`src/design/pcb_pkg.sv`:
```
// Shared types, constants and pixel arithmetic for the pixel compositing blender.
package pcb_pkg;

  // Configuration port geometry
  localparam int unsigned REG_IDX_W  = 3;
  localparam int unsigned REG_DATA_W = 32;

  // Pixel constants
  localparam logic [31:0] ALPHA_ONES = 32'hff000000;
  localparam logic [31:0] ALL_ONES   = 32'hffffffff;
  localparam logic [31:0] RGB_MASK   = 32'h00ffffff;
  localparam logic [31:0] LOW16_MASK = 32'h0000ffff;
  localparam logic [7:0]  BYTE_MASK  = 8'hff;
  localparam logic [15:0] ROUND_BIAS = 16'h0080;
  localparam logic [15:0] MASK_565_B = 16'h001f;
  localparam logic [15:0] MASK_565_G = 16'h07e0;
  localparam logic [15:0] MASK_565_R = 16'hf800;

  // Register indexes on the configuration port
  typedef enum logic [REG_IDX_W-1:0] {
    REG_BLEND_MODE   = 3'd0,
    REG_DEST_FORMAT  = 3'd1,
    REG_SOLID_COLOR  = 3'd2,
    REG_FORCE_OPAQUE = 3'd3,
    REG_DEPTH_MASK   = 3'd4
  } reg_idx_e;

  // Blend modes
  typedef enum logic [2:0] {
    MODE_OVER       = 3'd0,
    MODE_SOLID_A8   = 3'd1,
    MODE_SOLID_COMP = 3'd2,
    MODE_ADD        = 3'd3,
    MODE_COPY       = 3'd4
  } blend_mode_e;

  // Destination formats
  typedef enum logic [1:0] {
    FMT_ARGB8888 = 2'd0,
    FMT_RGB0888  = 2'd1,
    FMT_RGB565   = 2'd2
  } dest_fmt_e;

  // Configuration register set
  typedef struct packed {
    logic [2:0]  blend_mode;
    logic [1:0]  dest_format;
    logic [31:0] solid_color;
    logic        force_opaque;
    logic [31:0] depth_mask;
  } cfg_t;

  // Per-pixel control carried down the pipe
  typedef struct packed {
    logic        is_blend;   // result comes from the blend datapath
    logic        we;         // destination gets written
    logic [31:0] bypass;     // result when not blending
  } ctl_t;

  // Stage 1 payload: operands for the first multiply
  typedef struct packed {
    ctl_t        ctl;
    logic [31:0] src;
    logic [31:0] mask;
    logic [31:0] dest;
  } prep_t;

  // Stage 2 payload: source terms and per-channel coverage alpha
  typedef struct packed {
    ctl_t        ctl;
    logic [31:0] src_term;
    logic [31:0] cov_alpha;
    logic [31:0] dest;
  } mul_t;

  // Stage 3 payload: source terms and attenuated destination
  typedef struct packed {
    ctl_t        ctl;
    logic [31:0] src_term;
    logic [31:0] dst_term;
  } mix_t;

  // Normalized 8-bit multiply: t = a*b + 0x80, ((t >> 8) + t) >> 8
  function automatic logic [7:0] nmul(input logic [7:0] a, input logic [7:0] b);
    logic [15:0] t;
    logic [15:0] u;
    t = ({8'd0, a} * {8'd0, b}) + ROUND_BIAS;
    u = t + {8'd0, t[15:8]};
    return u[15:8];
  endfunction

  // Clamp a channel sum to 255
  function automatic logic [7:0] sat8(input logic [8:0] t);
    return t[8] ? BYTE_MASK : t[7:0];
  endfunction

  // Expand 565 to 8888 by bit replication, alpha zero
  function automatic logic [31:0] widen565(input logic [15:0] p);
    return {8'h00, p[15:11], p[15:13], p[10:5], p[10:9], p[4:0], p[4:2]};
  endfunction

  // Drop the low bits of each channel to pack 565
  function automatic logic [31:0] narrow565(input logic [31:0] v);
    logic [15:0] n;
    n = (v[18:3] & MASK_565_B) | (v[20:5] & MASK_565_G) | (v[23:8] & MASK_565_R);
    return {16'h0000, n};
  endfunction

  // Bring a stored destination pixel to 8888
  function automatic logic [31:0] load_dest(input logic [31:0] d, input logic [1:0] fmt);
    logic [31:0] r;
    case (fmt)
      FMT_RGB0888: r = d & RGB_MASK;
      FMT_RGB565:  r = widen565(d[15:0]);
      default:     r = d;
    endcase
    return r;
  endfunction

  // Bring an 8888 result back to the destination format
  function automatic logic [31:0] store_dest(input logic [31:0] v, input logic [1:0] fmt,
                                             input logic [31:0] dmask);
    logic [31:0] r;
    case (fmt)
      FMT_RGB0888: r = v & RGB_MASK;
      FMT_RGB565:  r = narrow565(v);
      default:     r = v & dmask;
    endcase
    return r;
  endfunction

endpackage

```
`src/design/pcb_in_if.sv`:
```
// Pixel request channel into the blender: source, mask and destination.
interface pcb_in_if;
  logic        valid;
  logic        ready;
  logic [31:0] source_pixel;
  logic [31:0] mask_value;
  logic [31:0] dest_pixel;

  modport source (output valid, source_pixel, mask_value, dest_pixel, input ready);
  modport sink   (input valid, source_pixel, mask_value, dest_pixel, output ready);
endinterface

```
`src/design/pcb_out_if.sv`:
```
// Pixel result channel out of the blender: new pixel and write flag.
interface pcb_out_if;
  logic        valid;
  logic        ready;
  logic [31:0] new_pixel;
  logic        write_enable;

  modport source (output valid, new_pixel, write_enable, input ready);
  modport sink   (input valid, new_pixel, write_enable, output ready);
endinterface

```
`src/design/pcb_cfg.sv`:
```
// Configuration register file of the blender.
module pcb_cfg
  import pcb_pkg::*;
(
  input  logic                  clk_i,
  input  logic                  rst_ni,
  input  logic                  cfg_we_i,
  input  logic [REG_IDX_W-1:0]  cfg_idx_i,
  input  logic [REG_DATA_W-1:0] cfg_data_i,
  output cfg_t                  cfg_o
);

  cfg_t cfg_q;

  // Write the addressed register, ignore unknown indexes
  always_ff @(posedge clk_i or negedge rst_ni) begin
    if (!rst_ni) begin
      cfg_q.blend_mode   <= MODE_OVER;
      cfg_q.dest_format  <= FMT_ARGB8888;
      cfg_q.solid_color  <= '0;
      cfg_q.force_opaque <= 1'b0;
      cfg_q.depth_mask   <= ALL_ONES;
    end else if (cfg_we_i) begin
      case (cfg_idx_i)
        REG_BLEND_MODE:   cfg_q.blend_mode   <= cfg_data_i[2:0];
        REG_DEST_FORMAT:  cfg_q.dest_format  <= cfg_data_i[1:0];
        REG_SOLID_COLOR:  cfg_q.solid_color  <= cfg_data_i[31:0];
        REG_FORCE_OPAQUE: cfg_q.force_opaque <= cfg_data_i[0];
        REG_DEPTH_MASK:   cfg_q.depth_mask   <= cfg_data_i[31:0];
        default: begin
        end
      endcase
    end
  end

  assign cfg_o = cfg_q;

endmodule

```
`src/design/pcb_prep.sv`:
```
// Stage 1: decode the mode, pick source and coverage, widen the destination.
module pcb_prep
  import pcb_pkg::*;
(
  input  logic        clk_i,
  input  logic        rst_ni,
  input  cfg_t        cfg_i,
  input  logic        in_valid_i,
  output logic        in_ready_o,
  input  logic [31:0] source_pixel_i,
  input  logic [31:0] mask_value_i,
  input  logic [31:0] dest_pixel_i,
  output logic        s1_valid_o,
  input  logic        s1_ready_i,
  output prep_t       s1_o
);

  logic        valid_q;
  prep_t       s1_q;
  prep_t       s1_d;
  logic        adv;
  logic [31:0] src_pick;
  logic        blend;

  assign adv        = !valid_q || s1_ready_i;
  assign in_ready_o = adv;

  // Decode the request into blend operands or a ready-made result
  always_comb begin
    src_pick = (cfg_i.blend_mode == MODE_OVER) ? source_pixel_i : cfg_i.solid_color;
    s1_d.src  = cfg_i.force_opaque ? (src_pick | ALPHA_ONES) : src_pick;
    s1_d.dest = load_dest(dest_pixel_i, cfg_i.dest_format);
    s1_d.mask = ALL_ONES;
    s1_d.ctl.bypass = dest_pixel_i;
    s1_d.ctl.we     = 1'b0;
    blend = 1'b0;
    case (cfg_i.blend_mode)
      MODE_OVER: begin
        blend = (s1_d.src[31:24] != 8'h00);
      end
      MODE_SOLID_A8: begin
        s1_d.mask = {4{mask_value_i[7:0]}};
        blend = (s1_d.src[31:24] != 8'h00) && (mask_value_i[7:0] != 8'h00);
      end
      MODE_SOLID_COMP: begin
        s1_d.mask = mask_value_i;
        blend = (s1_d.src[31:24] != 8'h00) && (mask_value_i != 32'h0);
      end
      MODE_ADD: begin
        s1_d.ctl.bypass = {24'h0, sat8({1'b0, source_pixel_i[7:0]} +
                                        {1'b0, dest_pixel_i[7:0]})};
        s1_d.ctl.we = 1'b1;
      end
      MODE_COPY: begin
        case (cfg_i.dest_format)
          FMT_RGB0888: s1_d.ctl.bypass = source_pixel_i & RGB_MASK;
          FMT_RGB565:  s1_d.ctl.bypass = source_pixel_i & LOW16_MASK;
          default:     s1_d.ctl.bypass = source_pixel_i & cfg_i.depth_mask;
        endcase
        s1_d.ctl.we = 1'b1;
      end
      default: begin
      end
    endcase
    s1_d.ctl.is_blend = blend;
    if (blend) begin
      s1_d.ctl.we = 1'b1;
    end
  end

  // Advance the valid bit
  always_ff @(posedge clk_i or negedge rst_ni) begin
    if (!rst_ni) begin
      valid_q <= 1'b0;
    end else if (adv) begin
      valid_q <= in_valid_i;
    end
  end

  // Load the payload on an accepted request
  always_ff @(posedge clk_i) begin
    if (adv && in_valid_i) begin
      s1_q <= s1_d;
    end
  end

  assign s1_valid_o = valid_q;
  assign s1_o       = s1_q;

  // Add mode always writes
  a_add_writes: assert property (@(posedge clk_i) disable iff (!rst_ni)
    in_valid_i && in_ready_o && cfg_i.blend_mode == MODE_ADD |=> s1_q.ctl.we)
    else $error("add request lost its write flag");

  // A blended pixel is always written
  a_blend_writes: assert property (@(posedge clk_i) disable iff (!rst_ni)
    valid_q && s1_q.ctl.is_blend |-> s1_q.ctl.we)
    else $error("blend request without write");

endmodule

```
`src/design/pcb_mix.sv`:
```
// Stages 2 and 3: source-in-coverage multiplies, then destination attenuation.
module pcb_mix
  import pcb_pkg::*;
(
  input  logic  clk_i,
  input  logic  rst_ni,
  input  logic  s1_valid_i,
  output logic  s1_ready_o,
  input  prep_t s1_i,
  output logic  s3_valid_o,
  input  logic  s3_ready_i,
  output mix_t  s3_o
);

  logic  v2_q;
  logic  v3_q;
  mul_t  s2_q;
  mul_t  s2_d;
  mix_t  s3_q;
  mix_t  s3_d;
  logic  adv2;
  logic  adv3;

  assign adv3       = !v3_q || s3_ready_i;
  assign adv2       = !v2_q || adv3;
  assign s1_ready_o = adv2;

  // Scale source channels and source alpha by the per-channel coverage
  always_comb begin
    s2_d.ctl  = s1_i.ctl;
    s2_d.dest = s1_i.dest;
    for (int c = 0; c < 4; c++) begin
      s2_d.src_term[c*8 +: 8]  = nmul(s1_i.src[c*8 +: 8], s1_i.mask[c*8 +: 8]);
      s2_d.cov_alpha[c*8 +: 8] = nmul(s1_i.src[31:24], s1_i.mask[c*8 +: 8]);
    end
  end

  // Attenuate the destination by the inverse coverage alpha
  always_comb begin
    s3_d.ctl      = s2_q.ctl;
    s3_d.src_term = s2_q.src_term;
    for (int c = 0; c < 4; c++) begin
      s3_d.dst_term[c*8 +: 8] = nmul(s2_q.dest[c*8 +: 8], ~s2_q.cov_alpha[c*8 +: 8]);
    end
  end

  // Advance the valid bits
  always_ff @(posedge clk_i or negedge rst_ni) begin
    if (!rst_ni) begin
      v2_q <= 1'b0;
      v3_q <= 1'b0;
    end else begin
      if (adv2) begin
        v2_q <= s1_valid_i;
      end
      if (adv3) begin
        v3_q <= v2_q;
      end
    end
  end

  // Hold or advance the payloads
  always_ff @(posedge clk_i) begin
    if (adv2 && s1_valid_i) begin
      s2_q <= s2_d;
    end
    if (adv3 && v2_q) begin
      s3_q <= s3_d;
    end
  end

  assign s3_valid_o = v3_q;
  assign s3_o       = s3_q;

endmodule

```
`src/design/pcb_pack.sv`:
```
// Stage 4: sum and saturate, pack to the destination format, output register.
module pcb_pack
  import pcb_pkg::*;
(
  input  logic        clk_i,
  input  logic        rst_ni,
  input  cfg_t        cfg_i,
  input  logic        s3_valid_i,
  output logic        s3_ready_o,
  input  mix_t        s3_i,
  output logic        out_valid_o,
  input  logic        out_ready_i,
  output logic [31:0] new_pixel_o,
  output logic        write_enable_o
);

  logic        valid_q;
  logic [31:0] pixel_q;
  logic [31:0] pixel_d;
  logic        we_q;
  logic [31:0] blended;
  logic        adv;

  assign adv        = !valid_q || out_ready_i;
  assign s3_ready_o = adv;

  // Add the two terms per channel and pick the final pixel
  always_comb begin
    for (int c = 0; c < 4; c++) begin
      blended[c*8 +: 8] = sat8({1'b0, s3_i.src_term[c*8 +: 8]} +
                               {1'b0, s3_i.dst_term[c*8 +: 8]});
    end
    pixel_d = s3_i.ctl.is_blend ? store_dest(blended, cfg_i.dest_format, cfg_i.depth_mask)
                                : s3_i.ctl.bypass;
  end

  // Advance the valid bit
  always_ff @(posedge clk_i or negedge rst_ni) begin
    if (!rst_ni) begin
      valid_q <= 1'b0;
    end else if (adv) begin
      valid_q <= s3_valid_i;
    end
  end

  // Load the result
  always_ff @(posedge clk_i) begin
    if (adv && s3_valid_i) begin
      pixel_q <= pixel_d;
      we_q    <= s3_i.ctl.we;
    end
  end

  assign out_valid_o    = valid_q;
  assign new_pixel_o    = pixel_q;
  assign write_enable_o = we_q;

endmodule

```
`src/design/pixel_compositing_blender.sv`:
```
// Top level of the pixel compositing blender.
// Blends one premultiplied ARGB 8888 source pixel (or the solid colour under an 8-bit or
// per-channel mask) over one destination pixel and returns the new destination pixel with
// a write flag. The datapath is four register stages: decode and destination widening,
// source-in-coverage multiplies, destination attenuation multiplies, then sum, saturate,
// pack and the output register. A request is taken every cycle unless back-pressure has
// filled every stage. Back-pressure on the result channel holds each full stage in place
// and nothing is dropped or repeated. The user must write configuration only while no
// request is in flight; the block itself does not enforce this.
module pixel_compositing_blender
  import pcb_pkg::*;
(
  input  logic                  clk_i,
  input  logic                  rst_ni,
  input  logic                  cfg_we_i,
  input  logic [REG_IDX_W-1:0]  cfg_idx_i,
  input  logic [REG_DATA_W-1:0] cfg_data_i,
  pcb_in_if.sink                pix_in,
  pcb_out_if.source             pix_out
);

  cfg_t  cfg;
  logic  s1_valid;
  logic  s1_ready;
  prep_t s1;
  logic  s3_valid;
  logic  s3_ready;
  mix_t  s3;

  pcb_cfg u_cfg (
    .clk_i      (clk_i),
    .rst_ni     (rst_ni),
    .cfg_we_i   (cfg_we_i),
    .cfg_idx_i  (cfg_idx_i),
    .cfg_data_i (cfg_data_i),
    .cfg_o      (cfg)
  );

  pcb_prep u_prep (
    .clk_i          (clk_i),
    .rst_ni         (rst_ni),
    .cfg_i          (cfg),
    .in_valid_i     (pix_in.valid),
    .in_ready_o     (pix_in.ready),
    .source_pixel_i (pix_in.source_pixel),
    .mask_value_i   (pix_in.mask_value),
    .dest_pixel_i   (pix_in.dest_pixel),
    .s1_valid_o     (s1_valid),
    .s1_ready_i     (s1_ready),
    .s1_o           (s1)
  );

  pcb_mix u_mix (
    .clk_i      (clk_i),
    .rst_ni     (rst_ni),
    .s1_valid_i (s1_valid),
    .s1_ready_o (s1_ready),
    .s1_i       (s1),
    .s3_valid_o (s3_valid),
    .s3_ready_i (s3_ready),
    .s3_o       (s3)
  );

  pcb_pack u_pack (
    .clk_i          (clk_i),
    .rst_ni         (rst_ni),
    .cfg_i          (cfg),
    .s3_valid_i     (s3_valid),
    .s3_ready_o     (s3_ready),
    .s3_i           (s3),
    .out_valid_o    (pix_out.valid),
    .out_ready_i    (pix_out.ready),
    .new_pixel_o    (pix_out.new_pixel),
    .write_enable_o (pix_out.write_enable)
  );

  // Input stalls only when the full pipe is blocked by the result channel
  a_stall_from_output: assert property (@(posedge clk_i) disable iff (!rst_ni)
    !pix_in.ready |-> pix_out.valid && !pix_out.ready)
    else $error("input stalled without output back-pressure");

  // A request accepted into an empty, unblocked pipe shows up at the output
  a_latency: assert property (@(posedge clk_i) disable iff (!rst_ni)
    pix_in.valid && pix_in.ready && !s1_valid && !s3_valid && !pix_out.valid
      ##1 pix_out.ready ##1 pix_out.ready ##1 pix_out.ready |=> pix_out.valid)
    else $error("result missing after pipeline latency");

endmodule

```
`src/flat_wrapper.sv`:
```
// flat-port wrapper written by rule: the top's interface ports become plain ports
module pixel_compositing_blender_flat import pcb_pkg::*;
  (clk_i, rst_ni, cfg_we_i, cfg_idx_i, cfg_data_i, pix_in_valid, pix_in_source_pixel, pix_in_mask_value, pix_in_dest_pixel, pix_in_ready, pix_out_valid, pix_out_new_pixel, pix_out_write_enable, pix_out_ready);
  pcb_in_if pix_in_i ();
  pcb_out_if pix_out_i ();
  input  logic clk_i;
  input  logic rst_ni;
  input  logic cfg_we_i;
  input  logic [REG_IDX_W-1:0] cfg_idx_i;
  input  logic [REG_DATA_W-1:0] cfg_data_i;
  input wire logic [$bits(pix_in_i.valid)-1:0] pix_in_valid;
  input wire logic [$bits(pix_in_i.source_pixel)-1:0] pix_in_source_pixel;
  input wire logic [$bits(pix_in_i.mask_value)-1:0] pix_in_mask_value;
  input wire logic [$bits(pix_in_i.dest_pixel)-1:0] pix_in_dest_pixel;
  output wire logic [$bits(pix_in_i.ready)-1:0] pix_in_ready;
  output wire logic [$bits(pix_out_i.valid)-1:0] pix_out_valid;
  output wire logic [$bits(pix_out_i.new_pixel)-1:0] pix_out_new_pixel;
  output wire logic [$bits(pix_out_i.write_enable)-1:0] pix_out_write_enable;
  input wire logic [$bits(pix_out_i.ready)-1:0] pix_out_ready;
  assign pix_in_i.valid = pix_in_valid;
  assign pix_in_i.source_pixel = pix_in_source_pixel;
  assign pix_in_i.mask_value = pix_in_mask_value;
  assign pix_in_i.dest_pixel = pix_in_dest_pixel;
  assign pix_in_ready = pix_in_i.ready;
  assign pix_out_valid = pix_out_i.valid;
  assign pix_out_new_pixel = pix_out_i.new_pixel;
  assign pix_out_write_enable = pix_out_i.write_enable;
  assign pix_out_i.ready = pix_out_ready;
  pixel_compositing_blender u_core (.clk_i(clk_i), .rst_ni(rst_ni), .cfg_we_i(cfg_we_i), .cfg_idx_i(cfg_idx_i), .cfg_data_i(cfg_data_i), .pix_in(pix_in_i), .pix_out(pix_out_i));
endmodule
```
`config.mk`:
```
export PLATFORM = sky130hd
export DESIGN_NAME = pixel_compositing_blender_flat
export DESIGN_NICKNAME = d
export VERILOG_FILES = /design/src/design/pcb_pkg.sv /design/src/design/pcb_in_if.sv /design/src/design/pcb_out_if.sv /design/src/design/pcb_cfg.sv /design/src/design/pcb_prep.sv /design/src/design/pcb_mix.sv /design/src/design/pcb_pack.sv /design/src/design/pixel_compositing_blender.sv /design/src/flat_wrapper.sv
export SDC_FILE = /design/constraint.sdc
export NUM_CORES = 2
export LEC_CHECK = 0
export BUFFER_PORTS_ARGS = -buffer_cell sky130_fd_sc_hd__buf_2
export CORE_UTILIZATION = 45
export CTS_BUF_LIST = sky130_fd_sc_hd__clkbuf_16
export CTS_CLUSTER_SIZE = 8
export DETAILED_ROUTE_END_ITERATION = 16
export PLACE_DENSITY = 0.69
export SYNTH_ARGS = -nofsm -noshare
export SYNTH_HDL_FRONTEND = slang
export SYNTH_HIERARCHICAL = 1
export SYNTH_SLANG_ARGS = --single-unit
```
`constraint.sdc`:
```
create_clock -name clk_i -period 17.15 [get_ports clk_i]
set_clock_uncertainty 0.15 [all_clocks]
set_input_delay 3.43 -clock clk_i [delete_from_list [all_inputs] [get_ports clk_i]]
set_output_delay 3.43 -clock clk_i [all_outputs]
set_load 0.005 [all_outputs]
```
## Word-level counts from Yosys, hierarchy flattened

Cells that the tools add are included.

| operators by class | value |
|---|---|
| multiply operators | 11 |
| reduce and logical (&&, ||, !) cells | 24 |
| bitwise operators | 8 |
| add/subtract/negate cells | 27 |
| multiplexer cells | 14 |
| eq/ne operators | 10 |

Operators by type and width:

| kind | count |
|---|---|
| 32-bit case mux with 2 select lines | 4 |
| 16-bit by 8-bit adder with 16-bit output | 11 |
| 16-bit by 8-bit adder with 16-bit output, second input constant | 11 |
| 8-bit by 8-bit multiplier with 16-bit output | 11 |
| 32-bit 2-to-1 mux | 3 |
| 33-bit case mux with 2 select lines | 1 |
| 32-bit bitwise AND | 2 |
| 8-bit by 8-bit adder with 9-bit output | 5 |
| 8-bit 2-to-1 mux | 5 |
| 8-bit NOT | 4 |
| 32-bit nonzero test | 1 |
| 11-bit by 16-bit OR with 16-bit output | 1 |
| 8-bit nonzero test | 2 |
| 3-bit by 2-bit equality test with 1-bit output, second input constant | 4 |
| 5-bit by 11-bit OR with 11-bit output | 1 |
| 2-bit AND reduction | 5 |
| 3-bit by 1-bit equality test with 1-bit output, second input constant | 2 |
| 3-bit equality test, second input constant | 2 |
| 1-bit logical AND | 6 |
| 3-bit zero test | 2 |
| 1-bit zero test | 4 |
| 1-bit logical OR | 4 |
| 1-bit case mux with 3 select lines | 1 |
| 2-bit by 1-bit equality test with 1-bit output, second input constant | 1 |
| 2-bit equality test, second input constant | 1 |

| word-level totals | value |
|---|---|
| output and inout port bits | 35 |
| input port bits | 136 |
| word-level logic and storage cells | 122 |
| register bits after elaboration | 465 |

## Logic depth before layout (Yosys ltp)

| logic depth | value |
|---|---|
| depth after elaboration | 6 |
| depth in mapped cells | 27 |
| mapped depth without buffers | 26 |

## By module

The synthesis kept the hierarchy.

Modules (own cells, without submodules):

| module | times used | cells each | sequential area each (um^2) | area an instance (um^2) |
|---|---|---|---|---|
| pcb_mix | 1 | 3,430 | 6,656.4 | 33,759.9 |
| pcb_prep | 1 | 464 | 3,928.8 | 6,256.0 |
| pcb_pack | 1 | 349 | 1,016.0 | 3,170.5 |
| pcb_cfg | 1 | 153 | 1,791.7 | 2,996.6 |

## Least setup slack after synthesis

OpenSTA, ideal clock, no wires.

| timing | value |
|---|---|
| path type | input port to output port |
| start | in pix_out_ready |
| end | out pix_in_ready |
| required time | 13,570 ps |
| buffers on the path | 0 |
| path slack | 9,640 ps |
| data arrival time | 3,930 ps |
| cell stages on the path | 3 |
| cell sequence | nand2b_1 -> nand3b_1 -> nand2b_1 |

| between the ends | value |
|---|---|
| longest elaborated chain between the ends | 4 |

Ends and longest elaborated chain:

| element | line | source |
|---|---|---|
| from (decl) | flat_wrapper.sv:19 | `input wire logic [$bits(pix_out_i.ready)-1:0] pix_out_ready;` |
| 1-bit logical OR | pcb_pack.sv:24 | `assign adv = !valid_q \|\| out_ready_i;` |
| 1-bit logical OR | pcb_mix.sv:24 | `assign adv3 = !v3_q \|\| s3_ready_i;` |
| 1-bit logical OR | pcb_mix.sv:25 | `assign adv2 = !v2_q \|\| adv3;` |
| named net u_core.s1_ready | pixel_compositing_blender.sv:24 | `logic s1_ready;` |
| 1-bit logical OR | pcb_prep.sv:25 | `assign adv = !valid_q \|\| s1_ready_i;` |
| to (decl) | flat_wrapper.sv:15 | `output wire logic [$bits(pix_in_i.ready)-1:0] pix_in_ready;` |

The timed path passes the listed nets, and every way through them passes these cells.

## Worst setup path after layout

| timing | value |
|---|---|
| start | in pix_out_ready |
| end | out pix_in_ready |

| between the ends | value |
|---|---|
| longest elaborated chain between the ends | 4 |

Ends and longest elaborated chain:

| element | line | source |
|---|---|---|
| 1-bit logical OR | pcb_pack.sv:24 |  |
| named net u_core.s3_ready | pixel_compositing_blender.sv:27 | `logic s3_ready;` |
| 1-bit logical OR | pcb_mix.sv:24 |  |
| 1-bit logical OR | pcb_mix.sv:25 |  |
| named net u_core.s1_ready | pixel_compositing_blender.sv:24 |  |
| 1-bit logical OR | pcb_prep.sv:25 |  |

The timed path passes the listed nets, and every way through them passes these cells.

==> results by group <==
Timing
  – Min Tclk post-route: between 7 and 8 ns
  – Count of final setup violators: 0
  – Fin. max-slew vios: 0
  – Fmax: around 130 MHz
  – Hold Vio Cnt, Final: 0
  – Unrepaired setup endpoints after global routing: false
  – Setup TNS: 0 ns
  – Slew @ Worst Pin: between 1 and 1.5 ns
  – Slew margin rel.: between 30% and 40%
  – Post-route clock period utilization: 45.6%

Global route
  – Largest net degree at the start of global routing: 68
  – Met3 usage: between 4 and 5%
  – Gr usage total: ~22%
  – Total congestion overflow: 0
  – Vias in the first global route: 32700
  – First-pass GRT wire length: 179000 um
  – M2 GR Usage: a little over a third
  – Busiest layer in global routing: met2
  – Met1 Use GR: a little under a third
  – Initial antenna violation count: 16

Outcome
  – Status: completed

Final layout
  – Fill cells: 9089
  – Area Growth Syn to Fin: 9.50%
  – Non-Filler Instances: 5988
  – Multi-input logic area: around 0.03 mm2
  – Most common cell after layout, fill and taps aside: inv_1
  – Register Area: around 0.013 mm2
  – Commonest cells after routing, fill and taps aside: 694 x inv_1, 539 x ha_1, 412 x fa_1
  – Fin util: around half
  – Nets: 5649
  – Layout cells sized above 1: about a tenth
  – Final Cell Area: around 0.05 mm2

Worst setup path
  – Arrival @ worst endpoint: between 4 and 5 ns
  – Crit Path Category: in -> out
  – CP Cell Sequence: buf_2 > nand2b_1 > nand3b_1 > nand2b_1 > buf_2
  – Critical path's slowest cell: nand3b_1
  – Crit end category: output port
  – Critical path required time: between 10 and 15 ns
  – Startpoint types: primary input
  – Worst Path Max Fanout: 4
  – Critical Path Max Stage Delay: between 0.2 and 0.25 ns

Placed design
  – GPL Wtd Cong: 0.857
  – PortBufs: 170
  – DP Area: approximately 0.048 mm2
  – Dpl hpwl: between 80000 and 90000 um
  – Post-Place Cells: ~6000

Synth
  – Syn avg cell area: about 11 um2
  – Yosys warnings: 6
  – Unique masters post-synth: just over 100
  – Seq/Total Area, Yosys: 29.0%
  – Total nets after synthesis: ~5500
  – Ys flop type: edfxtp_1
  – Async set or reset register ratio after synthesis: about 16%
  – FF+latch count, synth: between 400 and 500
  – Synth Instances: around 4400
  – Number of synthesized flops with an enable pin: around 380
  – Post-Syn Area: 0.0462 mm2

CTS
  – Clock latency on the worst-skew pair: roughly 0.63 ns
  – Clock sink total: ~460
  – Num CTS Buffers: 70
  – CTS tree: built
  – Root Buffer: clkbuf_16
  – Post-CTS Setup Bufs: 0
  – Bufs on Longest Clock Path: 3
  – Clock transition at path regs: ~0.05 ns
  – Post-CTS sizing: 0
  – H-tree depth: 3
  – # hold bufs at CTS: 0

Die
  – Core Rows: between 100 and 150
  – Core area: 0.102 mm2
  – Die width: 322 um
  – Starting density of the core: between 40 and 50%
  – IO Pins: 171
  – Die Y: 322 um
  – Die ar.: 0.104 mm2

Drt
  – First-pass DRT Iterations: 5
  – DRT iter0 DRCs: roughly 2100
  – Post-route antenna net violation count: 0
  – DRC: 0
  – Drt total wl: between 100000 and 150000 um
  – Average wire per standard cell: about 19 um
  – Vias: around 32000
  – DR vias/cell: ~5.4

Hold path
  – Worst hold path class: reg -> reg

Run
  – Max Cap Viol: 0
kinds of logic (layout without fill, tap and decap cells):
| group | count (synthesis) | count (layout) | synth area share [%] |
|---|---|---|---|
| xor gates and xnor gates | 220 | 220 | 4.26 |
| DFF | 457 | 457 | 29.0 |
| adders and majority gates | 958 | 958 | 32.6 |
| muxes | 105 | 105 | 3.04 |
| other | 0 | 1 | 0 |
| and+or+nand+nor | 1274 | 1274 | 15.2 |
| buffers and inverters | 751 | 974 | 6.45 |
| AOI/OAI and AO/OA | 631 | 631 | 9.39 |
worst max-delay path, delay by kind of cell:
| family | cells | cell delay, ns |
|---|---|---|
| buffers and inverters | 2 | 0.23 |
| and+or+nand+nor | 3 | 0.58 |
routing by layer:
layer / vias up / share of wire [%]
met5: - / 0.080
met4: 16 / 2.4
met3: 183 / 7.6
met2: 1036 / 44
met1: 16000 / 46
li1: 15200 / -
path summary, 6_finish.rpt:
path / start / end / slack (ns) / cells after the start
setup / recovery: pix_out_ready / pix_in_ready / 9.33 / 5
hold / removal: u_core/u_prep/s1_o[98] / u_core/u_mix/s2_q[98] / 0.26 / 0
setup reg to reg: u_core/u_prep/s1_o[50] / u_core/u_mix/s2_q[82] / 10.24 / 21
hold reg to reg: u_core/u_prep/s1_o[98] / u_core/u_mix/s2_q[98] / 0.26 / 0
max in group asynchronous: rst_ni / u_core/u_cfg/cfg_o[34] / 13.08 / 2
min in group asynchronous: rst_ni / u_core/u_cfg/cfg_o[45] / 2.61 / 1
final cells by class:
type,instances,area share (%)
clock buffers,72,3.56
well taps,1368,3.38
repair buffers,193,2.03
inverters,652,4.84
flip-flops and latches,457,26.5
clock inverters,57,0.646
diodes,1,0.00495
multi-input cells,3188,59.0
sequential cells by signal, indices dropped and copies added (netlist names):
name	flops
u_core/u_pack/new_pixel_o	32
u_core/u_prep/s1_valid_o	1
u_core/u_mix/s2_q	122
u_core/u_pack/out_valid_o	1
u_core/u_cfg/cfg_o	70
u_core/u_prep/s1_o	130
u_core/u_mix/s3_valid_o	1
u_core/u_pack/write_enable_o	1
u_core/u_mix/v2_q	1
u_core/u_mix/s3_o	98
synth_stat cells, drive strengths merged (8+ instances only):
cell type	n	area share, %
a2111oi	10	0.23
a211o	13	0.25
a211oi	29	0.49
a21o	65	1.1
a21oi	158	1.8
a22o	25	0.47
a31o	8	0.15
a31oi	25	0.34
a32o	25	0.54
and2	341	4.6
and3	25	0.34
and4	8	0.15
buf	29	0.58
clkbuf	70	0.57
dfrtp	42	2.3
dfstp	32	1.8
edfxtp	383	25
fa	412	18
ha	539	15
inv	651	5.3
mux2	98	2.9
nand2	240	2.0
nand2b	136	1.8
nand3	50	0.54
nand3b	10	0.16
nand4	17	0.23
nor2	154	1.3
nor2b	210	2.9
nor3	33	0.42
nor4	17	0.28
o211ai	22	0.37
o21a	21	0.34
o21ai	123	1.3
o21bai	18	0.29
o221ai	10	0.19
o31ai	17	0.31
or2	10	0.14
xnor2	128	2.4
xor2	89	1.7
through the flow:
stage	hold WS, ns	setup WS (ns)
final	0.264	9.33
after global placement	0.250	9.35
after global routing	0.266	9.25
after floorplan	0.250	9.64
after CTS	0.262	9.32
after detailed placement	0.255	9.33
Power is left out: the tool's default activity adds up to more than one toggle a clock period on the data nets, which glitch-free logic cannot reach.
